===== config.mk =====
export PLATFORM = sky130hd
export DESIGN_NAME = i2c_master_bit_engine_top
export DESIGN_NICKNAME = d
export VERILOG_FILES = /design/src/rtl/i2cm_pkg.sv /design/src/rtl/i2cm_front.sv /design/src/rtl/i2cm_engine.sv /design/src/rtl/i2cm_outq.sv /design/src/rtl/i2c_master_bit_engine_top.sv
export SDC_FILE = /design/constraint.sdc
export NUM_CORES = 1
export LEC_CHECK = 0
export BUFFER_PORTS_ARGS = -buffer_cell sky130_fd_sc_hd__buf_4
export CAP_MARGIN = 40
export CORE_MARGIN = 1.5
export CORE_UTILIZATION = 37
export CTS_CLUSTER_DIAMETER = 60
export DETAILED_ROUTE_END_ITERATION = 8
export PLACE_DENSITY = 0.65
export SETUP_SLACK_MARGIN = 0.5
export SYNTH_ARGS = -nofsm -noshare
export SYNTH_HDL_FRONTEND = slang
export SYNTH_SLANG_ARGS = --single-unit

===== constraint.sdc =====
create_clock -name clk -period 4.6 [get_ports clk]
set_clock_uncertainty 0.05 [all_clocks]
set_input_delay 0.46 -clock clk [delete_from_list [all_inputs] [get_ports clk]]
set_output_delay 0.46 -clock clk [all_outputs]
set_load 0.02 [all_outputs]

===== src/rtl/i2cm_pkg.sv =====
// Shared types and constants for the I2C master bit engine.
package i2cm_pkg;

  // Depth of each transaction queue and the width of its pointers.
  localparam int unsigned QDEPTH = 2;
  localparam int unsigned QPTR_W = $clog2(QDEPTH);
  localparam int unsigned QCNT_W = $clog2(QDEPTH + 1);

  // Raw function codes on the input channel.
  localparam logic [2:0] FUNC_START = 3'd1;
  localparam logic [2:0] FUNC_WRITE = 3'd2;
  localparam logic [2:0] FUNC_READ  = 3'd3;
  localparam logic [2:0] FUNC_STOP  = 3'd4;

  // Number of bits in one byte transfer.
  localparam logic [3:0] BYTE_BITS = 4'd8;

  // Reset value of the delay unit length.
  localparam logic [7:0] UNIT_TICKS_RST = 8'd1;

  // Decoded command.
  typedef enum logic [2:0] {
    CMD_NONE,
    CMD_START,
    CMD_WRITE,
    CMD_READ,
    CMD_STOP
  } cmd_t;

  // Engine phases.
  typedef enum logic [14:0] {
    PH_IDLE   = 15'h0001,
    PH_ST_SDA = 15'h0002,
    PH_ST_SCL = 15'h0004,
    PH_TX_SET = 15'h0008,
    PH_TX_HI1 = 15'h0010,
    PH_TX_HI2 = 15'h0020,
    PH_TX_LO  = 15'h0040,
    PH_RX_SET = 15'h0080,
    PH_RX_UP  = 15'h0100,
    PH_RX_WT  = 15'h0200,
    PH_RX_LO  = 15'h0400,
    PH_SP_SDA = 15'h0800,
    PH_SP_HI1 = 15'h1000,
    PH_SP_HI2 = 15'h2000,
    PH_SP_END = 15'h4000
  } phase_t;

  // One classified input transaction.
  typedef struct packed {
    cmd_t       cmd;
    logic [7:0] data_byte;
    logic       send_nack;
    logic       scl_in;
    logic       sda_in;
  } item_t;

  // One result transaction.
  typedef struct packed {
    logic       scl_low;
    logic       sda_low;
    logic       busy_res;
    logic       done_res;
    logic [7:0] read_byte;
    logic       ack_bit;
  } result_t;

  // Map a raw function code onto a command; unused codes mean no command.
  function automatic cmd_t decode_func(input logic [2:0] func);
    cmd_t c;
    unique case (func)
      FUNC_START: c = CMD_START;
      FUNC_WRITE: c = CMD_WRITE;
      FUNC_READ:  c = CMD_READ;
      FUNC_STOP:  c = CMD_STOP;
      default:    c = CMD_NONE;
    endcase
    return c;
  endfunction

endpackage


===== src/rtl/i2cm_front.sv =====
// Front end: accepts input transactions, decodes the command, queues them.
module i2cm_front (
  input  logic            clk,
  input  logic            rst_n,
  input  logic            push,
  output logic            full,
  input  logic [2:0]      func,
  input  logic [7:0]      data_byte,
  input  logic            send_nack,
  input  logic            scl_in,
  input  logic            sda_in,
  output logic            item_valid,
  output i2cm_pkg::item_t item,
  input  logic            item_take
);
  import i2cm_pkg::*;

  item_t             mem_r [QDEPTH];
  logic [QPTR_W-1:0] wr_ptr_r;
  logic [QPTR_W-1:0] rd_ptr_r;
  logic [QCNT_W-1:0] cnt_r;
  logic              wr_en;
  logic              rd_en;
  item_t             wr_item;

  assign full       = (cnt_r == QCNT_W'(QDEPTH));
  assign item_valid = (cnt_r != '0);
  assign wr_en      = push && !full;
  assign rd_en      = item_take && item_valid;
  assign item       = mem_r[rd_ptr_r];

  // Classify the incoming transaction
  always_comb begin
    wr_item.cmd       = decode_func(func);
    wr_item.data_byte = data_byte;
    wr_item.send_nack = send_nack;
    wr_item.scl_in    = scl_in;
    wr_item.sda_in    = sda_in;
  end

  // Store the transaction
  always_ff @(posedge clk) begin
    if (wr_en) begin
      mem_r[wr_ptr_r] <= wr_item;
    end
  end

  // Advance pointers and occupancy
  always_ff @(posedge clk) begin
    if (!rst_n) begin
      wr_ptr_r <= '0;
      rd_ptr_r <= '0;
      cnt_r    <= '0;
    end else begin
      if (wr_en) begin
        wr_ptr_r <= wr_ptr_r + QPTR_W'(1);
      end
      if (rd_en) begin
        rd_ptr_r <= rd_ptr_r + QPTR_W'(1);
      end
      if (wr_en && !rd_en) begin
        cnt_r <= cnt_r + QCNT_W'(1);
      end else if (rd_en && !wr_en) begin
        cnt_r <= cnt_r - QCNT_W'(1);
      end
    end
  end

endmodule


===== src/rtl/i2cm_engine.sv =====
// Back end: the bus phase sequencer, one queued transaction per step.
module i2cm_engine (
  input  logic              clk,
  input  logic              rst_n,
  input  logic              cfg_wr_en,
  input  logic [7:0]        cfg_wr_data,
  input  logic              item_valid,
  input  i2cm_pkg::item_t   item,
  output logic              item_take,
  input  logic              res_ready,
  output logic              res_push,
  output i2cm_pkg::result_t res
);
  import i2cm_pkg::*;

  logic [7:0] unit_ticks_r;
  phase_t     phase_r,     phase_nxt;
  logic [7:0] unit_cnt_r,  unit_cnt_nxt;
  logic [3:0] bit_idx_r,   bit_idx_nxt;
  logic [7:0] shift_r,     shift_nxt;
  logic       nack_r,      nack_nxt;
  logic       scl_drv_r,   scl_drv_nxt;
  logic       sda_drv_r,   sda_drv_nxt;
  logic       ack_r,       ack_nxt;
  logic       read_mode_r, read_mode_nxt;
  logic [7:0] rx_byte_r,   rx_byte_nxt;

  logic       step;
  logic       go;
  phase_t     tgt;
  logic       done;
  logic [7:0] ticks;
  logic [8:0] cnt_sum;
  logic [3:0] bit_inc;
  logic       tx_bit;

  assign step      = item_valid && res_ready;
  assign item_take = step;
  assign res_push  = step;
  assign ticks     = (unit_ticks_r == '0) ? 8'd1 : unit_ticks_r;
  assign cnt_sum   = {1'b0, unit_cnt_r} + 9'd1;
  assign bit_inc   = bit_idx_r + 4'd1;

  // Hold the delay unit length
  always_ff @(posedge clk) begin
    if (!rst_n) begin
      unit_ticks_r <= UNIT_TICKS_RST;
    end else if (cfg_wr_en) begin
      unit_ticks_r <= cfg_wr_data;
    end
  end

  // Next state of the sequencer for one step
  always_comb begin
    phase_nxt     = phase_r;
    unit_cnt_nxt  = unit_cnt_r;
    bit_idx_nxt   = bit_idx_r;
    shift_nxt     = shift_r;
    nack_nxt      = nack_r;
    scl_drv_nxt   = scl_drv_r;
    sda_drv_nxt   = sda_drv_r;
    ack_nxt       = ack_r;
    read_mode_nxt = read_mode_r;
    rx_byte_nxt   = rx_byte_r;
    go            = 1'b0;
    tgt           = PH_IDLE;
    done          = 1'b0;
    tx_bit        = 1'b0;

    if (step) begin
      unique case (phase_r)
        // Launch a new command
        PH_IDLE: begin
          case (item.cmd)
            CMD_START: begin
              go  = 1'b1;
              tgt = PH_ST_SDA;
            end
            CMD_WRITE: begin
              read_mode_nxt = 1'b0;
              shift_nxt     = item.data_byte;
              bit_idx_nxt   = '0;
              go            = 1'b1;
              tgt           = PH_TX_SET;
            end
            CMD_READ: begin
              read_mode_nxt = 1'b1;
              shift_nxt     = '0;
              bit_idx_nxt   = '0;
              nack_nxt      = item.send_nack;
              go            = 1'b1;
              tgt           = PH_RX_SET;
            end
            CMD_STOP: begin
              go  = 1'b1;
              tgt = PH_SP_SDA;
            end
            default: ;
          endcase
        end
        // Wait for SCL high, then sample SDA
        PH_RX_WT: begin
          if (item.scl_in) begin
            if (read_mode_r) begin
              shift_nxt = {shift_r[6:0], item.sda_in};
            end else begin
              ack_nxt = item.sda_in;
            end
            go  = 1'b1;
            tgt = PH_RX_LO;
          end
        end
        // Timed phases: count one unit, then move on
        default: begin
          if (cnt_sum >= {1'b0, ticks}) begin
            go = 1'b1;
            unique case (phase_r)
              PH_ST_SDA: tgt = PH_ST_SCL;
              PH_ST_SCL: begin
                tgt  = PH_IDLE;
                done = 1'b1;
              end
              PH_TX_SET: tgt = PH_TX_HI1;
              PH_TX_HI1: tgt = PH_TX_HI2;
              PH_TX_HI2: tgt = PH_TX_LO;
              PH_TX_LO: begin
                if (read_mode_r) begin
                  rx_byte_nxt = shift_r;
                  tgt         = PH_IDLE;
                  done        = 1'b1;
                end else begin
                  shift_nxt   = {shift_r[6:0], 1'b0};
                  bit_idx_nxt = bit_inc;
                  tgt         = (bit_inc < BYTE_BITS) ? PH_TX_SET : PH_RX_SET;
                end
              end
              PH_RX_SET: tgt = PH_RX_UP;
              PH_RX_UP:  tgt = PH_RX_WT;
              PH_RX_LO: begin
                if (read_mode_r) begin
                  bit_idx_nxt = bit_inc;
                  tgt         = (bit_inc < BYTE_BITS) ? PH_RX_SET : PH_TX_SET;
                end else begin
                  tgt  = PH_IDLE;
                  done = 1'b1;
                end
              end
              PH_SP_SDA: tgt = PH_SP_HI1;
              PH_SP_HI1: tgt = PH_SP_HI2;
              PH_SP_HI2: tgt = PH_SP_END;
              PH_SP_END: begin
                tgt  = PH_IDLE;
                done = 1'b1;
              end
              default:   tgt = PH_IDLE;
            endcase
          end else begin
            unit_cnt_nxt = cnt_sum[7:0];
          end
        end
      endcase

      // Enter the target phase and set the line drivers
      if (go) begin
        phase_nxt    = tgt;
        unit_cnt_nxt = '0;
        tx_bit       = read_mode_nxt ? nack_nxt : shift_nxt[7];
        unique case (tgt)
          PH_ST_SDA: sda_drv_nxt = 1'b1;
          PH_ST_SCL: scl_drv_nxt = 1'b1;
          PH_TX_SET: begin
            scl_drv_nxt = 1'b1;
            sda_drv_nxt = !tx_bit;
          end
          PH_TX_HI1: scl_drv_nxt = 1'b0;
          PH_TX_LO:  scl_drv_nxt = 1'b1;
          PH_RX_SET: begin
            scl_drv_nxt = 1'b1;
            sda_drv_nxt = 1'b0;
          end
          PH_RX_UP:  scl_drv_nxt = 1'b0;
          PH_RX_LO:  scl_drv_nxt = 1'b1;
          PH_SP_SDA: begin
            scl_drv_nxt = 1'b1;
            sda_drv_nxt = 1'b1;
          end
          PH_SP_HI1: scl_drv_nxt = 1'b0;
          PH_SP_END: sda_drv_nxt = 1'b0;
          default: ;
        endcase
      end
    end
  end

  // Build the result transaction from the post-step state
  always_comb begin
    res.scl_low   = scl_drv_nxt;
    res.sda_low   = sda_drv_nxt;
    res.busy_res  = (phase_nxt != PH_IDLE);
    res.done_res  = done;
    res.read_byte = rx_byte_nxt;
    res.ack_bit   = ack_nxt;
  end

  // Update sequencer state
  always_ff @(posedge clk) begin
    if (!rst_n) begin
      phase_r     <= PH_IDLE;
      unit_cnt_r  <= '0;
      bit_idx_r   <= '0;
      shift_r     <= '0;
      nack_r      <= 1'b0;
      scl_drv_r   <= 1'b0;
      sda_drv_r   <= 1'b0;
      ack_r       <= 1'b0;
      read_mode_r <= 1'b0;
      rx_byte_r   <= '0;
    end else begin
      phase_r     <= phase_nxt;
      unit_cnt_r  <= unit_cnt_nxt;
      bit_idx_r   <= bit_idx_nxt;
      shift_r     <= shift_nxt;
      nack_r      <= nack_nxt;
      scl_drv_r   <= scl_drv_nxt;
      sda_drv_r   <= sda_drv_nxt;
      ack_r       <= ack_nxt;
      read_mode_r <= read_mode_nxt;
      rx_byte_r   <= rx_byte_nxt;
    end
  end

endmodule


===== src/rtl/i2cm_outq.sv =====
// Result queue: holds finished result transactions until they are popped.
module i2cm_outq (
  input  logic              clk,
  input  logic              rst_n,
  input  logic              push,
  input  i2cm_pkg::result_t res_in,
  output logic              ready,
  input  logic              pop,
  output logic              empty,
  output i2cm_pkg::result_t res_out
);
  import i2cm_pkg::*;

  result_t           mem_r [QDEPTH];
  logic [QPTR_W-1:0] wr_ptr_r;
  logic [QPTR_W-1:0] rd_ptr_r;
  logic [QCNT_W-1:0] cnt_r;
  logic              wr_en;
  logic              rd_en;

  assign ready   = (cnt_r != QCNT_W'(QDEPTH));
  assign empty   = (cnt_r == '0);
  assign wr_en   = push && ready;
  assign rd_en   = pop && !empty;
  assign res_out = mem_r[rd_ptr_r];

  // Store the result
  always_ff @(posedge clk) begin
    if (wr_en) begin
      mem_r[wr_ptr_r] <= res_in;
    end
  end

  // Advance pointers and occupancy
  always_ff @(posedge clk) begin
    if (!rst_n) begin
      wr_ptr_r <= '0;
      rd_ptr_r <= '0;
      cnt_r    <= '0;
    end else begin
      if (wr_en) begin
        wr_ptr_r <= wr_ptr_r + QPTR_W'(1);
      end
      if (rd_en) begin
        rd_ptr_r <= rd_ptr_r + QPTR_W'(1);
      end
      if (wr_en && !rd_en) begin
        cnt_r <= cnt_r + QCNT_W'(1);
      end else if (rd_en && !wr_en) begin
        cnt_r <= cnt_r - QCNT_W'(1);
      end
    end
  end

endmodule


===== src/rtl/i2c_master_bit_engine_top.sv =====
// Top level of the I2C master bit engine: front queue, sequencer, result queue.
//
//   channel   direction  handshake          fields
//   in_       input      in_push / in_full  func, data_byte, send_nack, scl_in, sda_in
//   out_      output     out_pop / out_empty scl_low, sda_low, busy_res, done_res,
//                                            read_byte, ack_bit
//   cfg_      input      cfg_wr_en          cfg_wr_data (unit_ticks)
//
// One transaction per clock in steady state; a result reaches the out_ ports through
// the input queue slot, then the sequencer step into the result queue. The
// sequencer takes one step per transaction, so bus timing counts accepted
// transactions; a stall on either channel holds it. Both queues are two
// entries deep; the sequencer waits while the input queue is empty or the result
// queue is full, and in_full rises only when the input queue fills behind it.
// Reset (rst_n low, synchronous) empties both queues, sets unit_ticks to 1 and
// releases both bus lines.
module i2c_master_bit_engine_top (
  input  logic       clk,
  input  logic       rst_n,
  input  logic       cfg_wr_en,
  input  logic [7:0] cfg_wr_data,
  input  logic       in_push,
  output logic       in_full,
  input  logic [2:0] in_func,
  input  logic [7:0] in_data_byte,
  input  logic       in_send_nack,
  input  logic       in_scl_in,
  input  logic       in_sda_in,
  output logic       out_empty,
  input  logic       out_pop,
  output logic       out_scl_low,
  output logic       out_sda_low,
  output logic       out_busy_res,
  output logic       out_done_res,
  output logic [7:0] out_read_byte,
  output logic       out_ack_bit
);
  import i2cm_pkg::*;

  logic    item_valid;
  item_t   item;
  logic    item_take;
  logic    res_ready;
  logic    res_push;
  result_t res;
  result_t res_out;

  // Accept and classify input transactions
  i2cm_front u_front (
    .clk        (clk),
    .rst_n      (rst_n),
    .push       (in_push),
    .full       (in_full),
    .func       (in_func),
    .data_byte  (in_data_byte),
    .send_nack  (in_send_nack),
    .scl_in     (in_scl_in),
    .sda_in     (in_sda_in),
    .item_valid (item_valid),
    .item       (item),
    .item_take  (item_take)
  );

  // Run the bus sequencer
  i2cm_engine u_engine (
    .clk         (clk),
    .rst_n       (rst_n),
    .cfg_wr_en   (cfg_wr_en),
    .cfg_wr_data (cfg_wr_data),
    .item_valid  (item_valid),
    .item        (item),
    .item_take   (item_take),
    .res_ready   (res_ready),
    .res_push    (res_push),
    .res         (res)
  );

  // Hold results until popped
  i2cm_outq u_outq (
    .clk     (clk),
    .rst_n   (rst_n),
    .push    (res_push),
    .res_in  (res),
    .ready   (res_ready),
    .pop     (out_pop),
    .empty   (out_empty),
    .res_out (res_out)
  );

  assign out_scl_low   = res_out.scl_low;
  assign out_sda_low   = res_out.sda_low;
  assign out_busy_res  = res_out.busy_res;
  assign out_done_res  = res_out.done_res;
  assign out_read_byte = res_out.read_byte;
  assign out_ack_bit   = res_out.ack_bit;

endmodule


## After elaboration in Yosys (flattened, before gate mapping)

Memory sizes are Yosys's and may differ from the RTL's. A register that Yosys moved wholly into a read port is not among the register bits.
Cells that the tools add are included.

| operators by class | value |
|---|---|
| $add $sub $neg | 10 |
| $lt $le $gt $ge | 2 |
| eq/ne operators | 48 |
| muxes and demuxes | 76 |
| bitwise gates (word level) | 1 |
| reduce and logical (&&, ||, !) cells | 34 |

Operator list:

| cell | number |
|---|---|
| 15-bit case mux with 11 select lines | 1 |
| 8-bit two-way mux | 17 |
| 15-bit two-way mux | 6 |
| 12-bit case mux with 4 select lines | 1 |
| 8-bit case mux with 2 select lines | 2 |
| 1-bit two-way mux | 31 |
| 15-bit by 11-bit equality test with 1-bit output (second input constant) | 2 |
| 15-bit by 12-bit equality test with 1-bit output (second input constant) | 2 |
| 15-bit by 13-bit equality test with 1-bit output (second input constant) | 2 |
| 15-bit equality test (second input constant) | 2 |
| 15-bit by 2-bit equality test with 1-bit output (second input constant) | 2 |
| 15-bit by 3-bit equality test with 1-bit output (second input constant) | 2 |
| 15-bit by 4-bit equality test with 1-bit output (second input constant) | 2 |
| 15-bit by 5-bit equality test with 1-bit output (second input constant) | 2 |
| 15-bit by 7-bit equality test with 1-bit output (second input constant) | 2 |
| 15-bit by 8-bit equality test with 1-bit output (second input constant) | 2 |
| 15-bit by 9-bit equality test with 1-bit output (second input constant) | 2 |
| 15-bit case mux with 2 select lines | 1 |
| 4-bit two-way mux | 4 |
| 4-bit case mux with 2 select lines | 2 |
| 15-bit by 1-bit equality test with 1-bit output (second input constant) | 1 |
| 15-bit by 10-bit equality test with 1-bit output (second input constant) | 1 |
| 15-bit by 14-bit equality test with 1-bit output (second input constant) | 1 |
| 15-bit by 6-bit equality test with 1-bit output (second input constant) | 1 |
| 36 further kinds | 80 |

| word-level totals | value |
|---|---|
| bits in registers | 64 |
| RAM bits | 54 |
| bits of input ports | 27 |
| output and inout bits | 15 |
| word-level logic and storage cells | 191 |
| memories kept | 2 |

Memory list:

| memory | words | width | read ports | clocked after memory_dff | write ports | line | RTL |
|---|---|---|---|---|---|---|---|
| u_front.mem_r | 2 | 14 | 1 | 1 | 1 | i2cm_front.sv:18 | `item_t mem_r [QDEPTH];` |
| u_outq.mem_r | 2 | 13 | 1 | 1 | 1 | i2cm_outq.sv:14 | `result_t mem_r [QDEPTH];` |

## Depth between registers and ports, before layout

| logic depth | value |
|---|---|
| depth after elaboration | 13 |
| gate-level depth with buffers | 13 |
| mapped depth without buffers | 12 |

## Modules after synthesis

From an unflattened synthesis, not the netlist that was laid out.

| second synthesis, totals | value |
|---|---|
| cell total of the unflattened synthesis | 568 |
| area, all modules | 6007.0 um^2 |

By module, submodules not included:

| module | times used | cells an instance | area each (um^2) | sequential area each (um^2) |
|---|---|---|---|---|
| i2cm_engine | 1 | 433 | 3574.7 | 1121.1 |
| i2cm_front | 1 | 71 | 1260.0 | 940.9 |
| i2cm_outq | 1 | 64 | 1172.4 | 880.8 |

## Worst setup path before layout

OpenSTA, ideal clock, no wires.

| timing path | value |
|---|---|
| kind | flip-flop to flip-flop |
| start point | reg u_engine.unit_cnt_r[0] |
| end point | mem u_outq.mem_r[0][7] in the netlist's numbering (data pin) |
| library setup time | 0.264 ns |
| data arrival time | 2.955 ns |
| required time | 4.286 ns |
| setup slack | 1.331 ns |
| stages on the path, launching flop included | 12 |
| path buffers | 0 |
| clock period less this slack | 3.269 ns |
| cells stage by stage | dfxtp_1 > ha_1 > and4_1 > nand2_1 > xnor2_1 > ha_1 > and3_1 > o2111ai_1 > o211ai_1 > nand2_1 > nor3_4 > mux2_2 |

RTL lines:

| element | line | RTL |
|---|---|---|
| from (decl) | i2cm_engine.sv:18 | `logic [7:0] unit_cnt_r, unit_cnt_nxt;` |
| from (signal assigned) | i2cm_engine.sv:220 | `unit_cnt_r <= unit_cnt_nxt;` |
| to (decl) | i2cm_outq.sv:14 |  |

==> results by group <==
Clocking
  – H-tree depth: 4
  – Cts bufs inserted: 17
  – Worst skew pair latency: 420 ps
  – Clock Pin Slew Worst Setup and Hold Paths: 60 ps
  – CTS Root Cell: clkbuf_16
  – CTS Sinks: 120
  – # Post-CTS Setup Buffers: 0
  – Clk buf depth: 2
  – Cts repair resizes: 0
  – CTS tree: done
  – CTS Hold Bufs: 0

Final layout
  – Fin area: 7160 um^2
  – Share of post-route cells with drive strength above 1: 20.0%
  – # nets final: 662
  – Post-layout util: 44.9%
  – Area growth, synth to finish: 18.0%
  – Non-filler cells, final: 851
  – Antenna Cells: 0

Floorplan
  – IO Pins: 42
  – Die W: 131 um
  – DIE AREA: 17200 um^2
  – Initial core utilization: 38.1%
  – Chip height: 131 um
  – Core Area: 15900 um^2
  – # rows: 46

Setup path
  – Critical Path Source: u_engine.unit_cnt_r[0]
  – CP Buf/Inv Count: 0
  – CP Data Required Time: 4860 ps
  – Worst-path fanout max: 8
  – Crit end category: flip-flop
  – Crit path to: u_engine.rx_byte_r[2]
  – Largest stage delay on the critical path: 490 ps
  – Startpoint types: flip-flop
  – Worst reg2reg endpoint: u_engine.rx_byte_r[2]
  – R2r setup slk: 770 ps
  – WP data arrival: 4090 ps
  – Crit-path cells: ha_1 -> and4_1 -> nand2_1 -> xnor2_1 -> ha_1 -> and3_1 -> o2111ai_1 -> o211ai_1 -> nand2_1 -> nor3_4 -> mux2_2 -> and2_1
  – R2R Path Start: u_engine.unit_cnt_r[0]
  – FF-to-FF path depth: 12
  – CP max-delay cell: o211ai_1
  – Delay-heaviest family, CP: simple AND/OR/NAND/NOR gates
  – Critical path class: flip-flop to flip-flop
  – CP Depth: 12

Global routing
  – GRT overflow: 0
  – Largest net degree at the start of global routing: 47
  – First-pass GRT wire length: 23.0 mm
  – Vias in the first global route: 4481
  – Initial antenna violation count: 0
  – Total Routing Usage GR: 17.7%

Synth
  – Mapped Area: 6070 um^2
  – Top cell type by total area after synthesis: edfxtp_1
  – Synth top area share: 26.7%
  – Syn avg cell area: 10.4 um^2
  – FFs w/ async S/R, synth: 0%
  – Number of synthesized flops with an enable pin: 54
  – Unique masters post-synth: 71
  – Synth Flop Type: dfxtp_1
  – Count leader, synth: dfxtp_1
  – Seq/Total Area, Yosys: 48.5%
  – Most frequent cells after synthesis: 66 x dfxtp_1, 62 x nor2_1, 54 x edfxtp_1, 38 x nand2_1, 27 x mux2_2
  – Synth Instances: 584
  – Flops & latches, synth: 120
  – Yosys Warn Count: 0
  – Synth area leaders: edfxtp_1 27%, dfxtp_1 22%, mux2_2 5.0%
  – Syn Nets: 623

Route
  – Vias per Instance: 5.54
  – Via count: 4711
  – Drt pass-1 iters: 5
  – Wire per inst: 16.9 um
  – 1st-iter DRT viols: 289
  – Residual DRC: 0
  – Routed wire length: 14.4 mm
  – Antenna Nets Post-Route: 0

Placement
  – Placed Cells: 819
  – Gpl congestion: 0.894
  – Place WS: 748 ps
  – DP Area: 6560 um^2
  – Post-DP HPWL: 10.2 mm
  – Port bufs: 41

Status
  – Outcome: finished, final reports clean

Power and ir drop
  – Pwr dens: 596 nW/um^2
  – VDD IR max: 0.430 mV
  – Leak: 0.00278 uW

Timing
  – Slew HR: 45.7%
  – F_max: 261 MHz
  – Hold Vio Cnt, Final: 0
  – Worst-Margin Slew: 814 ps
  – Setup TNS: 0 ps
  – Final setup vio count: 0
  – RSZ-0062 raised after global routing: false
  – Period utilisation layout: 83.2%
  – Max-slew violations: 0
  – Worst setup margin: 773 ps
  – Crit path time final: 3830 ps

Flow run
  – Max-cap violations: 0

Min path
  – HP Class: primary input to flip-flop
[flip-flops by register name, summed over array words and instances (netlist names), 2 cells and up, named ones only]
register / flops
u_outq.cnt_r: 2
u_front.mem_r: 28
u_engine.shift_r: 8
u_outq.mem_r: 26
u_engine.rx_byte_r: 8
u_front.cnt_r: 2
u_engine.bit_idx_r: 4
u_engine.phase_r: 15
u_engine.unit_ticks_r: 8
u_engine.unit_cnt_r: 8
[cell type report]
class | count | area [um^2]
well taps | 216 | 270
clock buffers | 17 | 425
multi-input cells | 410 | 2880
clock inverters | 14 | 173
inverters | 25 | 93.8
flip-flops and latches | 120 | 2940
repair buffers | 49 | 379
fillers | 1486 | 8780
[per-stage QoR]
| stage | hold WS [ps] | power [uW] |
|---|---|---|
| 6_report | 178 | 4270 |
| 5_1_grt | 160 | 4500 |
| 4_1_cts | 161 | 4290 |
| 3_5_place_dp | 416 | 2920 |
| 3_3_place_gp | 403 | 2860 |
| 2_1_floorplan | 390 | 2440 |
[report_power, final]
group,internal (uW),total [uW],switching (uW),leakage (uW)
Clock,850,1340,491,0.000280
Combinational,567,1410,840,0.00145
Sequential,1360,1520,158,0.00105
Total,2780,4270,1490,0.00278
[cells in the final DEF, fill, tap and decap left out, types with 8 or more instances in the layout]
cell,Yosys,final
nor3_1,19,19
edfxtp_1,54,54
clkbuf_16,0,17
nand3_1,11,11
nand2_1,38,38
mux2_2,27,27
a21oi_1,26,26
mux2i_1,20,20
xor2_1,14,14
buf_4,3,47
nor2_1,62,62
o21ai_0,15,15
and2_1,13,13
ha_1,12,12
dfxtp_1,66,66
or3_1,11,11
inv_1,24,24
xnor2_1,8,8
a211oi_1,8,8
[how the worst min path moves through the flow]
stage                        from                   to  slack [ps]  cells after the start
5_1_grt           in_data_byte[2]  u_front.mem_r[0][5]         160                      1
3_3_place_gp   u_engine.scl_drv_r   u_engine.scl_drv_r         400                      2
2_1_floorplan  u_engine.scl_drv_r   u_engine.scl_drv_r         390                      2
3_5_place_dp   u_engine.scl_drv_r   u_engine.scl_drv_r         420                      2
4_1_cts              in_send_nack  u_front.mem_r[1][2]         160                      1
6_report             in_send_nack  u_front.mem_r[1][2]         180                      1
[kinds of logic (layout without fill, tap and decap cells)]
logic type                 count (synthesis)  after routing  synth area share [%]
AOI/OAI and AO/OA                        106            106                  12.5
adders and majority gates                 12             12                  2.47
and+or+nand+nor                          223            223                  21.0
xor gates and xnor gates                  22             22                  3.17
DFF                                      120            120                  48.5
buffers and inverters                     54            105                  4.14
muxes                                     47             47                  8.31
[metal layers]
metal | vias up | routed length, um | track usage (%)
met2 | 161 | 6770 | 28.3
met3 | 29 | 818 | 3.98
met1 | 2281 | 6380 | 22.6
li1 | 2240 | - | -
met4 | 0 | 387 | 9.05
met5 | - | 0 | 0
Note: power is estimated with default switching activity, not from simulation.
